### config.mk
export PLATFORM = sky130hd
export DESIGN_NAME = two_key_press_order_tracker_core_flat
export DESIGN_NICKNAME = d
export VERILOG_FILES = /design/src/rtl/core/tkpot_pkg.sv /design/src/rtl/core/tkpot_if.sv /design/src/rtl/core/two_key_press_order_tracker_core.sv /design/src/flat_wrapper.sv
export SDC_FILE = /design/constraint.sdc
export NUM_CORES = 1
export LEC_CHECK = 0
export BUFFER_PORTS_ARGS = -buffer_cell sky130_fd_sc_hd__buf_2
export CAP_MARGIN = 20
export CORE_AREA = 2 2 76 78
export CTS_CLUSTER_DIAMETER = 50
export DETAILED_ROUTE_END_ITERATION = 8
export DIE_AREA = 0 0 78 80
export GPL_ROUTABILITY_DRIVEN = 0
export MAX_ROUTING_LAYER = met4
export PLACE_DENSITY = 0.88
export SYNTH_ARGS = -nofsm -noshare
export SYNTH_HDL_FRONTEND = slang
export SYNTH_SLANG_ARGS = --single-unit
### constraint.sdc
create_clock -name i_clk -period 4.8 [get_ports i_clk]
set_input_delay 0.72 -clock i_clk [delete_from_list [all_inputs] [get_ports i_clk]]
set_output_delay 0.72 -clock i_clk [all_outputs]
set_load 0.02 [all_outputs]
### src/rtl/core/tkpot_pkg.sv
// Shared widths and event codes for the two-key press order tracker.
package tkpot_pkg;

    localparam int WORD_W = 16;
    localparam int KEY_W  = 5;
    localparam int EVT_W  = 3;

    typedef logic [WORD_W-1:0] t_word;
    typedef logic [KEY_W-1:0]  t_key;

    typedef enum logic [EVT_W-1:0] {
        EV_OK        = 3'd0,
        EV_STUCK     = 3'd1,
        EV_NOT_FOUND = 3'd2,
        EV_FULL      = 3'd3,
        EV_NO_BIT    = 3'd4
    } t_event;

endpackage

### src/rtl/core/tkpot_if.sv
// Valid/ready channel interfaces for the touch word input and the key list result.
interface tkpot_in_if;
    import tkpot_pkg::*;

    logic  valid;
    logic  ready;
    t_word touch_status;

    modport source (output valid, output touch_status, input ready);
    modport sink   (input valid, input touch_status, output ready);
endinterface

interface tkpot_out_if;
    import tkpot_pkg::*;

    logic   valid;
    logic   ready;
    t_key   first_key;
    t_key   second_key;
    logic   changed;
    t_event event_code;

    modport source (output valid, output first_key, output second_key,
                    output changed, output event_code, input ready);
    modport sink   (input valid, input first_key, input second_key,
                    input changed, input event_code, output ready);
endinterface

### src/rtl/core/two_key_press_order_tracker_core.sv
// Two-key press order tracker: input register, combinational list update, result register.
//
//  channel | modport     | word contents                                   | accepted when
//  --------+-------------+-------------------------------------------------+--------------
//  i_in    | tkpot sink  | touch_status[15:0]                              | valid & ready
//  o_out   | tkpot source| first_key[4:0] second_key[4:0] changed event[2:0]| valid & ready
//
//  A word is held in the input register while the update logic works on
//  it, and its result is loaded into the output register once that register
//  is free or being drained; one word per clock is sustained while results
//  are drained. The rate is set by the update of the previous word and the
//  two key slots, which is combinational.
//  Reset (i_rst_n low, synchronous) empties both stages, clears the previous
//  word and both slots. A stalled result holds in the output register; the
//  input register still takes a word while it is empty or the output register
//  is free or being drained in the same cycle.
module two_key_press_order_tracker_core #(
    parameter int KEY_COUNT = 16
) (
    input  logic        i_clk,
    input  logic        i_rst_n,
    tkpot_in_if.sink    i_in,
    tkpot_out_if.source o_out
);
    import tkpot_pkg::*;

    // Touch bits at index KEY_COUNT and above are ignored.
    localparam t_word KEY_MASK = WORD_W'((33'd1 << KEY_COUNT) - 33'd1);

    // Lowest set bit as a key number, zero when the word is empty.
    function automatic t_key lowest_key(input t_word w);
        t_key k;
        k = '0;
        for (int i = KEY_COUNT - 1; i >= 0; i--) begin
            if (w[i]) begin
                k = KEY_W'(i + 1);
            end
        end
        return k;
    endfunction

    // Input stage
    logic   r_in_valid;
    t_word  r_in_word;

    // Tracker state
    t_word  r_prev;
    t_key   r_slot0;
    t_key   r_slot1;

    // Output stage
    logic   r_out_valid;
    t_key   r_out_first;
    t_key   r_out_second;
    logic   r_out_changed;
    t_event r_out_event;

    logic   out_adv;
    logic   upd_en;
    logic   in_take;

    t_word  delta;
    t_key   low_word;
    t_key   low_delta;
    logic   n_changed;
    t_event n_event;
    t_key   n_slot0;
    t_key   n_slot1;

    // Advance the update stage whenever the result register is free or drains.
    assign out_adv     = !r_out_valid || o_out.ready;
    assign upd_en      = r_in_valid && out_adv;
    assign i_in.ready  = !r_in_valid || out_adv;
    assign in_take     = i_in.valid && i_in.ready;

    assign delta     = r_prev ^ r_in_word;
    assign low_word  = lowest_key(r_in_word);
    assign low_delta = lowest_key(delta);
    assign n_changed = (r_in_word != r_prev);

    // List update for the word held in the input register.
    always_comb begin
        n_slot0 = r_slot0;
        n_slot1 = r_slot1;
        n_event = EV_OK;
        if (n_changed) begin
            if (r_slot0 == '0) begin
                // Empty list: add the lowest touched key.
                if (low_word == '0) begin
                    n_event = EV_NO_BIT;
                end else begin
                    n_slot0 = low_word;
                end
            end else if (r_in_word == '0) begin
                // Keys listed but nothing touched: drop the list as stuck.
                n_slot0 = '0;
                n_slot1 = '0;
                n_event = EV_STUCK;
            end else if ((delta & r_prev) != '0) begin
                // A release is present: remove the lowest changed key.
                if (low_delta == '0) begin
                    n_event = EV_NO_BIT;
                end else if (r_slot0 == low_delta) begin
                    n_slot0 = r_slot1;
                    n_slot1 = '0;
                end else if (r_slot1 == low_delta) begin
                    n_slot1 = '0;
                end else begin
                    n_event = EV_NOT_FOUND;
                end
            end else begin
                // Pure press: append the lowest new key.
                if (low_delta == '0) begin
                    n_event = EV_NO_BIT;
                end else if (r_slot1 == '0) begin
                    n_slot1 = low_delta;
                end else begin
                    n_event = EV_FULL;
                end
            end
        end
    end

    always_ff @(posedge i_clk) begin
        if (!i_rst_n) begin
            r_in_valid  <= 1'b0;
            r_out_valid <= 1'b0;
            r_prev      <= '0;
            r_slot0     <= '0;
            r_slot1     <= '0;
        end else begin
            if (in_take) begin
                r_in_valid <= 1'b1;
            end else if (upd_en) begin
                r_in_valid <= 1'b0;
            end
            if (upd_en) begin
                r_out_valid <= 1'b1;
                r_prev      <= r_in_word;
                r_slot0     <= n_slot0;
                r_slot1     <= n_slot1;
            end else if (o_out.ready) begin
                r_out_valid <= 1'b0;
            end
        end
    end

    // Payload registers: no reset needed.
    always_ff @(posedge i_clk) begin
        if (in_take) begin
            r_in_word <= i_in.touch_status & KEY_MASK;
        end
        if (upd_en) begin
            r_out_first   <= n_slot0;
            r_out_second  <= n_slot1;
            r_out_changed <= n_changed;
            r_out_event   <= n_event;
        end
    end

    assign o_out.valid      = r_out_valid;
    assign o_out.first_key  = r_out_first;
    assign o_out.second_key = r_out_second;
    assign o_out.changed    = r_out_changed;
    assign o_out.event_code = r_out_event;

    // The second slot is filled only behind the first.
    a_slot_order: assert property (@(posedge i_clk) disable iff (!i_rst_n)
        (r_slot1 != '0) |-> (r_slot0 != '0))
        else $error("second slot held while first slot empty");

    // Listed keys stay within the key range.
    a_slot_range: assert property (@(posedge i_clk) disable iff (!i_rst_n)
        (r_slot0 <= KEY_W'(KEY_COUNT)) && (r_slot1 <= KEY_W'(KEY_COUNT)))
        else $error("slot holds a key number out of range");

    // A stuck clear always reports an empty list.
    a_stuck_empty: assert property (@(posedge i_clk) disable iff (!i_rst_n)
        (r_out_valid && (r_out_event == EV_STUCK)) |->
        ((r_out_first == '0) && (r_out_second == '0)))
        else $error("stuck event with keys still listed");

    // An unchanged word never reports an event.
    a_quiet_ok: assert property (@(posedge i_clk) disable iff (!i_rst_n)
        (r_out_valid && !r_out_changed) |-> (r_out_event == EV_OK))
        else $error("event reported for an unchanged word");

endmodule
### src/flat_wrapper.sv
// flat-port wrapper written by rule: the top's interface ports become plain ports
module two_key_press_order_tracker_core_flat import tkpot_pkg::*;
#(
    parameter int KEY_COUNT = 16
)
  (i_clk, i_rst_n, i_in_valid, i_in_touch_status, i_in_ready, o_out_valid, o_out_first_key, o_out_second_key, o_out_changed, o_out_event_code, o_out_ready);
  tkpot_in_if i_in_i ();
  tkpot_out_if o_out_i ();
  input  logic i_clk;
  input  logic i_rst_n;
  input wire logic [$bits(i_in_i.valid)-1:0] i_in_valid;
  input wire logic [$bits(i_in_i.touch_status)-1:0] i_in_touch_status;
  output wire logic [$bits(i_in_i.ready)-1:0] i_in_ready;
  output wire logic [$bits(o_out_i.valid)-1:0] o_out_valid;
  output wire logic [$bits(o_out_i.first_key)-1:0] o_out_first_key;
  output wire logic [$bits(o_out_i.second_key)-1:0] o_out_second_key;
  output wire logic [$bits(o_out_i.changed)-1:0] o_out_changed;
  output wire logic [$bits(o_out_i.event_code)-1:0] o_out_event_code;
  input wire logic [$bits(o_out_i.ready)-1:0] o_out_ready;
  assign i_in_i.valid = i_in_valid;
  assign i_in_i.touch_status = i_in_touch_status;
  assign i_in_ready = i_in_i.ready;
  assign o_out_valid = o_out_i.valid;
  assign o_out_first_key = o_out_i.first_key;
  assign o_out_second_key = o_out_i.second_key;
  assign o_out_changed = o_out_i.changed;
  assign o_out_event_code = o_out_i.event_code;
  assign o_out_i.ready = o_out_ready;
  two_key_press_order_tracker_core #(.KEY_COUNT(KEY_COUNT)) u_core (.i_clk(i_clk), .i_rst_n(i_rst_n), .i_in(i_in_i), .o_out(o_out_i));
endmodule
==> results of run 1 <==
worst max path at each step:
stage                                        startpoint                                   end  slack (ns)
after global routing      u_core.r_in_word[4]$_DFFE_PP_  u_core.o_out.second_key[2]$_DFFE_PP_        1.56
final                     u_core.r_in_word[4]$_DFFE_PP_  u_core.o_out.second_key[2]$_DFFE_PP_        1.75
after global placement    u_core.r_in_word[4]$_DFFE_PP_  u_core.o_out.second_key[2]$_DFFE_PP_        1.93
after detailed placement  u_core.r_in_word[4]$_DFFE_PP_  u_core.o_out.second_key[2]$_DFFE_PP_        1.79
after floorplan           u_core.r_in_word[4]$_DFFE_PP_  u_core.o_out.second_key[2]$_DFFE_PP_        2.10
after CTS                 u_core.r_in_word[4]$_DFFE_PP_  u_core.o_out.second_key[2]$_DFFE_PP_        1.78
cell usage in the layout, fill, tap and decap left out, types with 4 or more instances in the layout:
cell | synthesis | layout
nand2_1 | 55 | 55
buf_2 | 1 | 35
edfxtp_1 | 30 | 30
dfxtp_1 | 28 | 28
inv_1 | 21 | 21
a21boi_0 | 16 | 16
ha_1 | 16 | 16
nor2_1 | 15 | 15
clkbuf_8 | 0 | 11
nand4_1 | 10 | 10
nor4_1 | 9 | 9
a21oi_1 | 8 | 8
o21ai_1 | 8 | 8
nor3_1 | 7 | 7
xnor2_1 | 6 | 6
a31oi_1 | 6 | 6
nor2b_1 | 5 | 5
nand2b_1 | 5 | 5
nand3_1 | 5 | 5
o21ai_0 | 5 | 5
and2_1 | 4 | 4
a21o_1 | 4 | 4
a21boi_1 | 4 | 4
tightest hold or removal path, delay by kind of cell, from the launching register on:
kind,cells,cell delay (ns)
AND/OR/NAND/NOR,1,0.05
AO/OA/AOI/OAI,1,0.06
flip-flops,1,0.31
stage by stage:
stage	setup slack (ns)	total power [W]	cell area, µm²
final	1.746	0.001211	3576
after global routing	1.556	0.001264	3576
after CTS	1.782	0.001215	3576
after detailed placement	1.791	0.0007768	3378
after global placement	1.932	0.0007690	3378
after floorplan	2.098	0.0007259	3129
state kept, by name (all words and copies together), names as in the netlist:
name and flops:
u_core.r_in_word 16, u_core.r_prev 16, u_core.o_out.first_key 5, u_core.o_out.second_key 5
u_core.r_slot0 5, u_core.r_slot1 5, u_core.o_out.event_code 3, u_core.o_out.changed 1
u_core.o_out.valid 1, u_core.r_in_valid 1
routing by layer:
metal / routed length (µm) / vias to the layer above / track usage, % / share of wire (%)
li1: - / 1274 / - / -
met1: 2674 / 1192 / 26.99 / 40
met2: 3297 / 109 / 40.60 / 49
met3: 471 / 27 / 7.466 / 7.1
met4: 225 / 0 / 14.04 / 3.4
met5: 0 / - / - / 0
area by class of cell:
class                           instances  area [µm²]  share of cell area, %
Clock buffer                           13       158.9                  4.444
Timing Repair Buffer                   37       190.2                  5.318
Tap cell                               72       90.09                  2.519
Sequential cell                        58        1461                  40.87
Clock inverter                          3       38.79                  1.085
Inverter                               23       87.58                  2.449
Multi-Input combinational cell        235        1549                  43.32
cell families (layout without fill, tap and decap cells):
group | Yosys count | count (layout) | share of synthesized area [%]
AOI/OAI and AO/OA | 74 | 74 | 16.91
adders and majority gates | 16 | 16 | 6.397
buffers and inverters | 31 | 76 | 3.798
and+or+nand+nor | 139 | 139 | 24.51
xor gates and xnor gates | 6 | 6 | 1.679
DFF | 58 | 58 | 46.70
cells in the mapped netlist (all sizes together), types with 7 or more instances:
master / n / area share [%]
inv: 21 / 2.5
nand2: 55 / 6.6
a21boi: 20 / 4.8
nor3: 7 / 1.1
nand4: 11 / 2.4
dfxtp: 28 / 18
edfxtp: 30 / 29
ha: 16 / 6.4
nor4: 12 / 3.6
a21oi: 8 / 1.3
nor2: 15 / 1.8
o21ai: 14 / 2.4
clkbuf: 7 / 0.84
power groups by stage:
stage | sequential, W | combinational (W) | clock, W
after floorplan | 0.000581 | 0.000145 | 0
after global placement | 0.000575 | 0.000194 | 0
after detailed placement | 0.000576 | 0.000201 | 0
after CTS | 0.000565 | 0.000202 | 0.000448
after global routing | 0.000568 | 0.000228 | 0.000467
final | 0.000565 | 0.000205 | 0.000440
==> flow_summary_export.csv, run 1 <==
group,metric,value,unit
worst_setup_path,critical_path.slowest_cell,"nor4_4",
worst_setup_path,timing.rr.start,"u_core.r_in_word[4]$_DFFE_PP_",
timing,skew,0.008203,ns
logic_synthesis,synth_edf_count,30,
clocking,cts_sinks,58,
clocking,ctsResizeCount,0,
logic_synthesis,syn_nets,360,
timing,setup_viol,0,
clocking,clk_pin_slew,0.06,ns
timing,max_slew_margin,28.64,%
worst_setup_path,reg2reg_to,"u_core.o_out.second_key[2]$_DFFE_PP_",
timing,max_slew.worst_pin.slew,1.056,ns
clocking,cts_setup_buffers,0,
timing,fin_crit_sh,63.62,%
logic_synthesis,syn_avg_cell_area,9.658,µm²
clocking,cts_buffers,9,
logic_synthesis,synth_seq_cells,58,
worst_setup_path,cp.buffers_inverters,1,
clocking,clock_latency,0.34,ns
pwr,p_sw_share,26.47,%
timing,fin_setup_tns,0,ns
worst_setup_path,r2r_slack,1.75,ns
floorplanning,die_w,78,µm
detailed_routing,num_vias,2602,
timing,fmax,327.5,MHz
layout,drive_above_1_share,16.80,%
placement,dpl.cell_count,425,
pwr,pwr-share-seq,46.7,%
worst_setup_path,end_kind,"flop",
detailed_routing,drt-total-wl,6668,µm
detailed_routing,drtIter0Drc,245,
clocking,cts_buffer_depth,2,
floorplanning,dieArea,6240,µm²
worst_setup_path,cp.required,4.89,ns
worst_setup_path,cpPeakStageDelay,0.47,ns
logic_synthesis,yosys_warnings,0,
timing,finalMaxSlewViolations,0,
global_route,antenna_found_initial,0,
worst_hold_path,holdPathEnd,"u_core.r_prev[2]$_SDFFE_PN0P_",
worst_setup_path,r2r_cells,10,
placement,portBuffers,35,
timing,final.min_clock_period,3.054,ns
detailed_routing,route.detailed.drc,0,
worst_hold_path,min_path_cells,2,
global_route,track_usage,24.77,%
layout,insertedDiodeCount,0,
detailed_routing,viasPerCell,5.900,
layout,nets,400,
logic_synthesis,yosysSeqAreaShare,46.70,%
placement,dp_hpwl,4983,µm
pwr,clockPowerShare,36.4,%
logic_synthesis,synth_ff_type,"edfxtp_1",
layout,area_growth,14.27,%
global_route,grt-ovfl-total,0,
worst_setup_path,arrival,3.15,ns
floorplanning,rows,27,
clocking,cts_tree,"done",
clocking,root_buffer,"clkbuf_8",
worst_setup_path,crit_top_cell,"nor4_4",
pwr,intPower,0.0008902,W
detailed_routing,first_pass_iters,5,
worst_hold_path,hp-class,"reg2reg",
pwr,comb_power_share,16.9,%
worst_setup_path,crit_family,"simple AND/OR/NAND/NOR gates",
global_route,grt_max_degree,31,
floorplanning,io_pins,36,
logic_synthesis,synthCells,324,
logic_synthesis,async_flop_share,0,%
worst_setup_path,crit_path_max_fanout,8,
floorplanning,initial_core_util,57.89,%
pwr,power.density,338.5,nW/µm²
worst_setup_path,cp.depth,10,
logic_synthesis,synth.cell_area,3129,µm²
layout,fill_cells,448,
detailed_routing,detail-route-antenna-nets,0,
timing,hold_ws,0.4734,ns
timing,rsz0062_at_grt,"no",
pwr,vdd_drop_max,0.2812,mV
layout,utilization,66.16,%
pwr,switchingPower,0.0003204,W
worst_setup_path,crit_type,"reg2reg",
layout,layout.cells.non_filler,441,
worst_setup_path,start_kind,"flop",
floorplanning,die_y,80,µm
global_route,grt_pass1_wl,11600,µm
clocking,cts_hold_buffers,0,
detailed_routing,drt-wirelength-per-cell,15.12,µm
run_status,status,"finished, final reports clean",
timing,hold_viol_final,0,
global_route,grt_pass1_vias,2699,
clocking,htree_levels,3,
logic_synthesis,yosysUniqueCellTypes,58,
run,cap_violations,0,
worst_hold_path,hp-start,"u_core.r_prev[2]$_SDFFE_PN0P_",
worst_setup_path,path_cells,"inv_1 > ha_1 > nand4_2 > nor4_4 > xnor2_1 > nand2_1 > nor4_4 > nor4b_4 > nand2b_1 > a21o_1",
pwr,p_leak,1.418,nW
floorplanning,core_area,5405,µm²
No activity file was read; power rests on OpenSTA's default activity.
==> run 2, diff against run 1 <==
--- a/config.mk
+++ b/config.mk
@@ -7,13 +7,13 @@
 export LEC_CHECK = 0
 export BUFFER_PORTS_ARGS = -buffer_cell sky130_fd_sc_hd__buf_2
 export CAP_MARGIN = 20
-export CORE_AREA = 2 2 76 78
+export CORE_AREA = 2 2 77 79
 export CTS_CLUSTER_DIAMETER = 50
 export DETAILED_ROUTE_END_ITERATION = 8
-export DIE_AREA = 0 0 78 80
+export DIE_AREA = 0 0 79 81
 export GPL_ROUTABILITY_DRIVEN = 0
 export MAX_ROUTING_LAYER = met4
-export PLACE_DENSITY = 0.88
+export PLACE_DENSITY = 0.86
 export SYNTH_ARGS = -nofsm -noshare
 export SYNTH_HDL_FRONTEND = slang
 export SYNTH_SLANG_ARGS = --single-unit
==> constraint.sdc (replaced) <==
create_clock -name i_clk -period 3.08 [get_ports i_clk]
set_input_delay 0.462 -clock i_clk [delete_from_list [all_inputs] [get_ports i_clk]]
set_output_delay 0.462 -clock i_clk [all_outputs]
set_load 0.02 [all_outputs]
==> run 2 against run 1 <==
Compared with the run above:
- non-clock buffer count up 3
- global-route usage shrank 1.8 points
- clock power increased by 30%
- die area grew 2.5%
- combinational power increased by 63%
- cell area grew 0.28%
- fmax is 3.4% higher
- count of clock-buffer cells in the layout grew 2
- register-to-register slack got worse by 1.6 ns
- first-iteration DRC count is 24% lower
- final cell count rose by 1.1%
- critical endpoint unchanged
- largest power group unchanged
==> flow_summary_export.csv, run 2 (synthesized netlist as in run 1, its figures left out) <==
group,metric,value,unit
run_status,status,"finished, final reports clean",
worst_setup_path,critical_path.slowest_cell,"edfxtp_1",
pwr,p_leak,1.408,nW
detailed_routing,routed.top_layer,"met4",
timing,hold_ws,0.2997,ns
global_route,grt-ovfl-total,0,
floorplanning,die_w,79,µm
worst_setup_path,crit_path_max_fanout,7,
timing,hold_viol_final,0,
detailed_routing,viasPerCell,5.908,
clocking,root_buffer,"clkbuf_8",
worst_hold_path,min_path_cells,1,
layout,top_regs,"u_core.r_in_word: 16 flops, u_core.r_prev: 16 flops",
layout,area_growth,14.59,%
layout,insertedDiodeCount,0,
run,cap_violations,0,
pwr,power.density,499.2,nW/µm²
detailed_routing,met2_length,3301,µm
timing,rsz0062_at_grt,"no",
detailed_routing,first_pass_iters,4,
layout,final_common_cell,"nand2_1",
detailed_routing,drtIter0Drc,186,
placement,portBuffers,35,
clocking,htree_levels,3,
pwr,vdd_drop_max,0.3998,mV
worst_hold_path,holdPathEnd,"u_core.r_in_word[6]$_DFFE_PP_",
timing,worst_slack,0.1276,ns
floorplanning,io_pins,36,
worst_setup_path,reg2reg_to,"u_core.o_out.second_key[2]$_DFFE_PP_",
timing,setup_viol,0,
global_route,antenna_found_initial,0,
worst_setup_path,crit_family,"simple AND/OR/NAND/NOR gates",
detailed_routing,drt-total-wl,6718,µm
worst_setup_path,cp.depth,11,
worst_setup_path,path_cells,"inv_1 > ha_1 > and3b_1 > o311ai_2 > o21ai_4 > xnor2_1 > nor4_4 > buf_4 > nor4b_4 > nand2b_1 > a21o_1",
timing,finalMaxSlewViolations,0,
worst_setup_path,start_kind,"flop",
placement,dp_hpwl,4946,µm
layout,drive_above_1_share,17.52,%
worst_setup_path,arrival,3.04,ns
detailed_routing,wl_met1,2830,µm
floorplanning,die_y,81,µm
timing,max_slew_margin,52.63,%
worst_setup_path,cp.buffers_inverters,2,
detailed_routing,dr_wl_met3,326,µm
placement,dpl.cell_count,430,
clocking,cts_sinks,58,
global_route,grt_pass1_wl,11140,µm
timing,skew,0.005284,ns
timing,fin_setup_tns,0,ns
worst_setup_path,crit_type,"reg2reg",
floorplanning,initial_core_util,55.14,%
worst_setup_path,cpPeakStageDelay,0.41,ns
global_route,grt_pass1_vias,2511,
clocking,clk_pin_slew,0.06,ns
layout,layout_common_cells,"nand2_1, buf_2, edfxtp_1",
clocking,cts_buffers,9,
worst_setup_path,end_kind,"flop",
worst_hold_path,hp-class,"in2reg",
timing,final.min_clock_period,2.952,ns
floorplanning,dieArea,6399,µm²
clocking,cts_hold_buffers,0,
floorplanning,core_area,5675,µm²
timing,fin_crit_sh,95.86,%
global_route,track_usage,23.00,%
worst_setup_path,timing.rr.start,"u_core.r_in_word[4]$_DFFE_PP_",
layout,fill_cells,483,
detailed_routing,route.detailed.drc,0,
global_route,grt_max_degree,31,
clocking,cts_tree,"done",
detailed_routing,num_vias,2635,
detailed_routing,detail-route-antenna-nets,0,
worst_setup_path,r2r_slack,0.13,ns
timing,max_slew.worst_pin.slew,0.7106,ns
floorplanning,rows,28,
timing,fmax,338.7,MHz
placement,place_ws,0.06739,ns
layout,nets,403,
clocking,clock_latency,0.33,ns
layout,layout.cells.non_filler,446,
detailed_routing,drt-wirelength-per-cell,15.06,µm
worst_setup_path,r2r_cells,11,
worst_setup_path,cp.required,3.17,ns
worst_hold_path,hp-start,"i_in_touch_status[6]",
clocking,cts_buffer_depth,2,
run 2: cell type report:
cell class	instances	area (µm²)	share of cell area (%)
multi-input cells	235	1574	43.89
flip-flops and latches	58	1461	40.75
repair buffers	40	212.7	5.932
clock buffers	15	156.4	4.361
well taps	75	93.84	2.617
inverters	23	87.58	2.442
run 2: worst max path at each step:
stage,to,startpoint
finish,u_core.o_out.second_key[2]$_DFFE_PP_,u_core.r_in_word[4]$_DFFE_PP_
global route,u_core.o_out.second_key[2]$_DFFE_PP_,u_core.r_in_word[4]$_DFFE_PP_
CTS,u_core.o_out.second_key[2]$_DFFE_PP_,u_core.r_in_word[4]$_DFFE_PP_
detailed placement,u_core.o_out.second_key[2]$_DFFE_PP_,u_core.r_in_word[4]$_DFFE_PP_
global placement,u_core.o_out.second_key[2]$_DFFE_PP_,u_core.r_in_word[4]$_DFFE_PP_
floorplan,u_core.o_out.second_key[2]$_DFFE_PP_,u_core.r_in_word[4]$_DFFE_PP_
run 2: per-layer routing:
| layer | up-vias | global-route usage [%] |
|---|---|---|
| met5 | - | - |
| met4 | 0 | 13.10 |
| met3 | 26 | 6.000 |
| met2 | 95 | 36.86 |
| met1 | 1237 | 26.32 |
| li1 | 1277 | - |
run 2: what timing repair did:
item,in CTS,in global routing
gates resized for setup,0,5
setup buffers,0,1
endpoints found under the setup margin,0,16
run 2: through the flow:
stage                     total power, W  util (%)  instance area (µm²)
after floorplan                 0.001131         -                 3129
after global placement          0.001203     59.85                 3397
after detailed placement        0.001214     59.85                 3397
after CTS                       0.001790     62.61                 3553
after global routing            0.001880     63.18                 3586
final                           0.001790     63.18                 3586
run 2: report_power, final:
part           switching (W)  internal [W]  total, W
registers          0.0000264      0.000855  0.000882
clock network       0.000263      0.000311  0.000574
logic               0.000208      0.000126  0.000334
total               0.000497       0.00129   0.00179
==> run 3, diff against run 2 <==
--- a/config.mk
+++ b/config.mk
@@ -5,15 +5,16 @@
 export SDC_FILE = /design/constraint.sdc
 export NUM_CORES = 1
 export LEC_CHECK = 0
+export ABC_AREA = 1
 export BUFFER_PORTS_ARGS = -buffer_cell sky130_fd_sc_hd__buf_2
 export CAP_MARGIN = 20
-export CORE_AREA = 2 2 77 79
+export CORE_AREA = 2 2 89 91
 export CTS_CLUSTER_DIAMETER = 50
 export DETAILED_ROUTE_END_ITERATION = 8
-export DIE_AREA = 0 0 79 81
+export DIE_AREA = 0 0 91 93
 export GPL_ROUTABILITY_DRIVEN = 0
 export MAX_ROUTING_LAYER = met4
-export PLACE_DENSITY = 0.86
+export PLACE_DENSITY = 0.71
 export SYNTH_ARGS = -nofsm -noshare
 export SYNTH_HDL_FRONTEND = slang
 export SYNTH_SLANG_ARGS = --single-unit
==> run 3 against run 2 <==
Compared with the run above:
- critical path depth is 4 higher
- count of clock-buffer cells in the layout fell by 6
- critical path type unchanged
- critical endpoint is now u_core.o_out.first_key[2]$_DFFE_PP_
- sequential power rose by 2.7%
==> flow_summary_export.csv, run 3 <==
group,metric,value,unit
timing,fin_setup_tns,0,ns
logic_synthesis,synth_ff_type,"edfxtp_1",
detailed_routing,viasPerCell,5.086,
worst_hold_path,hp-class,"in2reg",
detailed_routing,route.detailed.drc,0,
clocking,clock_latency,0.34,ns
logic_synthesis,syn_nets,434,
run_status,status,"finished, final reports clean",
clocking,cts_tree,"done",
pwr,comb_power_share,20.6,%
clocking,ctsResizeCount,0,
logic_synthesis,ys_top_cells_by_area,"edfxtp_1, dfxtp_1, nand2_1",
worst_setup_path,cp.required,3.18,ns
layout,layout_common_cells,"nand2_1, inv_1, buf_2",
global_route,antenna_found_initial,0,
worst_setup_path,arrival,2.84,ns
worst_setup_path,end_kind,"flop",
logic_synthesis,syn_avg_cell_area,8.189,µm²
placement,dpl.cell_count,528,
logic_synthesis,synth_top_area_cell,"edfxtp_1",
clocking,cts_sinks,58,
floorplanning,core_area,7527,µm²
run,cap_violations,0,
logic_synthesis,synth_top_cell_area_share,27.64,%
clocking,htree_levels,3,
layout,drive_above_1_share,18.33,%
worst_setup_path,crit_path_max_fanout,8,
layout,layout.cells.non_filler,544,
floorplanning,die_y,93,µm
floorplanning,io_pins,36,
detailed_routing,drtIter0Drc,239,
logic_synthesis,synthCells,398,
detailed_routing,first_pass_iters,5,
layout,top_regs,"u_core.r_in_word: 16 flops, u_core.r_prev: 16 flops",
detailed_routing,num_vias,2767,
pwr,p_sw_share,29.44,%
detailed_routing,detail-route-antenna-nets,0,
logic_synthesis,synth.cell_area,3259,µm²
timing,hold_viol_final,0,
logic_synthesis,async_flop_share,0,%
placement,portBuffers,35,
worst_setup_path,crit_type,"reg2reg",
pwr,pwr-share-seq,41.0,%
placement,dp_hpwl,5136,µm
timing,fmax,365.4,MHz
timing,setup_viol,0,
clocking,root_buffer,"clkbuf_8",
global_route,grt-ovfl-total,0,
timing,fin_crit_sh,88.87,%
timing,skew,0.008833,ns
pwr,intPower,0.001558,W
logic_synthesis,yosysSeqAreaShare,44.84,%
detailed_routing,drt-total-wl,6908,µm
floorplanning,dieArea,8463,µm²
pwr,p_leak,1.782,nW
floorplanning,die_w,91,µm
pwr,vdd_drop_max,0.3416,mV
layout,final_common_cell,"nand2_1",
clocking,clk_pin_slew,0.07,ns
clocking,cts_setup_buffers,0,
layout,nets,473,
detailed_routing,drt-wirelength-per-cell,12.70,µm
logic_synthesis,synth_edf_count,30,
worst_setup_path,start_kind,"flop",
timing,rsz0062_at_grt,"no",
logic_synthesis,synth_common_cells,"nand2_1, inv_1, a21oi_1",
clocking,cts_hold_buffers,0,
logic_synthesis,yosys.cell_count.top_type,"nand2_1",
timing,max_slew.worst_pin.slew,0.5952,ns
global_route,grt_max_degree,61,
pwr,switchingPower,0.0006502,W
clocking,cts_buffer_depth,2,
logic_synthesis,yosysUniqueCellTypes,36,
timing,hold_ws,0.2864,ns
timing,final.min_clock_period,2.737,ns
timing,max_slew_margin,60.28,%
global_route,track_usage,18.32,%
logic_synthesis,synth_seq_cells,58,
clocking,cts_buffers,9,
global_route,grt_pass1_wl,11940,µm
pwr,power.density,584.8,nW/µm²
global_route,grt_pass1_vias,2582,
logic_synthesis,yosys_warnings,0,
layout,area_growth,15.85,%
pwr,clockPowerShare,38.4,%
timing,finalMaxSlewViolations,0,
floorplanning,rows,32,
layout,insertedDiodeCount,0,
floorplanning,initial_core_util,43.30,%
[run 3: cell types whose count changed after synthesis, sizes merged, moves of 6 or more]
cell,change
a21boi,-20
xnor2,-6
xor2,+6
o21ai,+14
a21oi,+31
inv,+44
a31oi,-6
nor2,+11
nand2,+31
nand3,+30
[run 3: final cells by class]
| cell class | count | area, µm² |
|---|---|---|
| timing repair buffer | 36 | 182.7 |
| sequential | 58 | 1461 |
| fill | 737 | 3751 |
| clock buffer | 9 | 123.9 |
| clock inverter | 7 | 117.6 |
| multi-input combinational | 267 | 1519 |
| tap | 102 | 127.6 |
| inverter | 65 | 244.0 |
[run 3: through the flow]
step                util [%]  area (µm²)  total power (W)  worst slack, ns
floorplan                  -        3259         0.001266           0.6759
global placement       46.96        3535         0.001362           0.5175
detailed placement     46.96        3535         0.001372           0.4107
CTS                    50.17        3776         0.002225           0.3451
global route           50.17        3776         0.002337          0.06191
finish                 50.17        3776         0.002208           0.3429
[run 3: logic make-up after synthesis]
kind of cell / after synthesis / synth area share (%)
AOI/OAI and AO/OA: 73 / 12.71
xor gates and xnor gates: 6 / 2.073
DFF: 58 / 44.84
adders and majority gates: 16 / 6.142
buffers and inverters: 73 / 8.561
and+or+nand+nor: 172 / 25.68
[run 3: per-layer routing]
layer	wire length (µm)	vias up	share of wire, %	GRT usage, %
li1	-	1410	-	-
met1	3169	1257	46	23.07
met2	3202	86	46	28.15
met3	357	14	5.2	4.271
met4	178	0	2.6	8.586
met5	0	-	0	-
[run 3: power groups by stage]
stage | registers (W) | logic [W] | clock network, W
after global placement | 0.000921 | 0.000441 | 0
after CTS | 0.000906 | 0.000453 | 0.000866
after floorplan | 0.000934 | 0.000332 | 0
final | 0.000906 | 0.000455 | 0.000847
after detailed placement | 0.000923 | 0.000449 | 0
after global routing | 0.000912 | 0.000518 | 0.000906
[run 3: final timing paths]
check | from | end | slack, ns | cells after the start
worst max-delay path | u_core.r_in_word[0]$_DFFE_PP_ | u_core.o_out.first_key[2]$_DFFE_PP_ | 0.34 | 15
worst min-delay path | i_in_touch_status[8] | u_core.r_in_word[8]$_DFFE_PP_ | 0.29 | 1
worst max register to register | u_core.r_in_word[0]$_DFFE_PP_ | u_core.o_out.first_key[2]$_DFFE_PP_ | 0.34 | 15
worst min register to register | u_core.o_out.valid$_SDFFE_PN0P_ | u_core.o_out.valid$_SDFFE_PN0P_ | 0.51 | 2
[run 3: critical path, cell delays in order (launching register included)]
cell and delay (ns):
edfxtp_1 0.34, inv_1 0.09, ha_1 0.45, inv_2 0.09
nor3_4 0.31, nand3_2 0.18, xor2_1 0.16, nand3_1 0.09
a21oi_2 0.13, nand2_1 0.10, nor2_4 0.17, nand3_1 0.10
nand3_1 0.10, nand2_1 0.06, nand2_1 0.09, inv_1 0.05
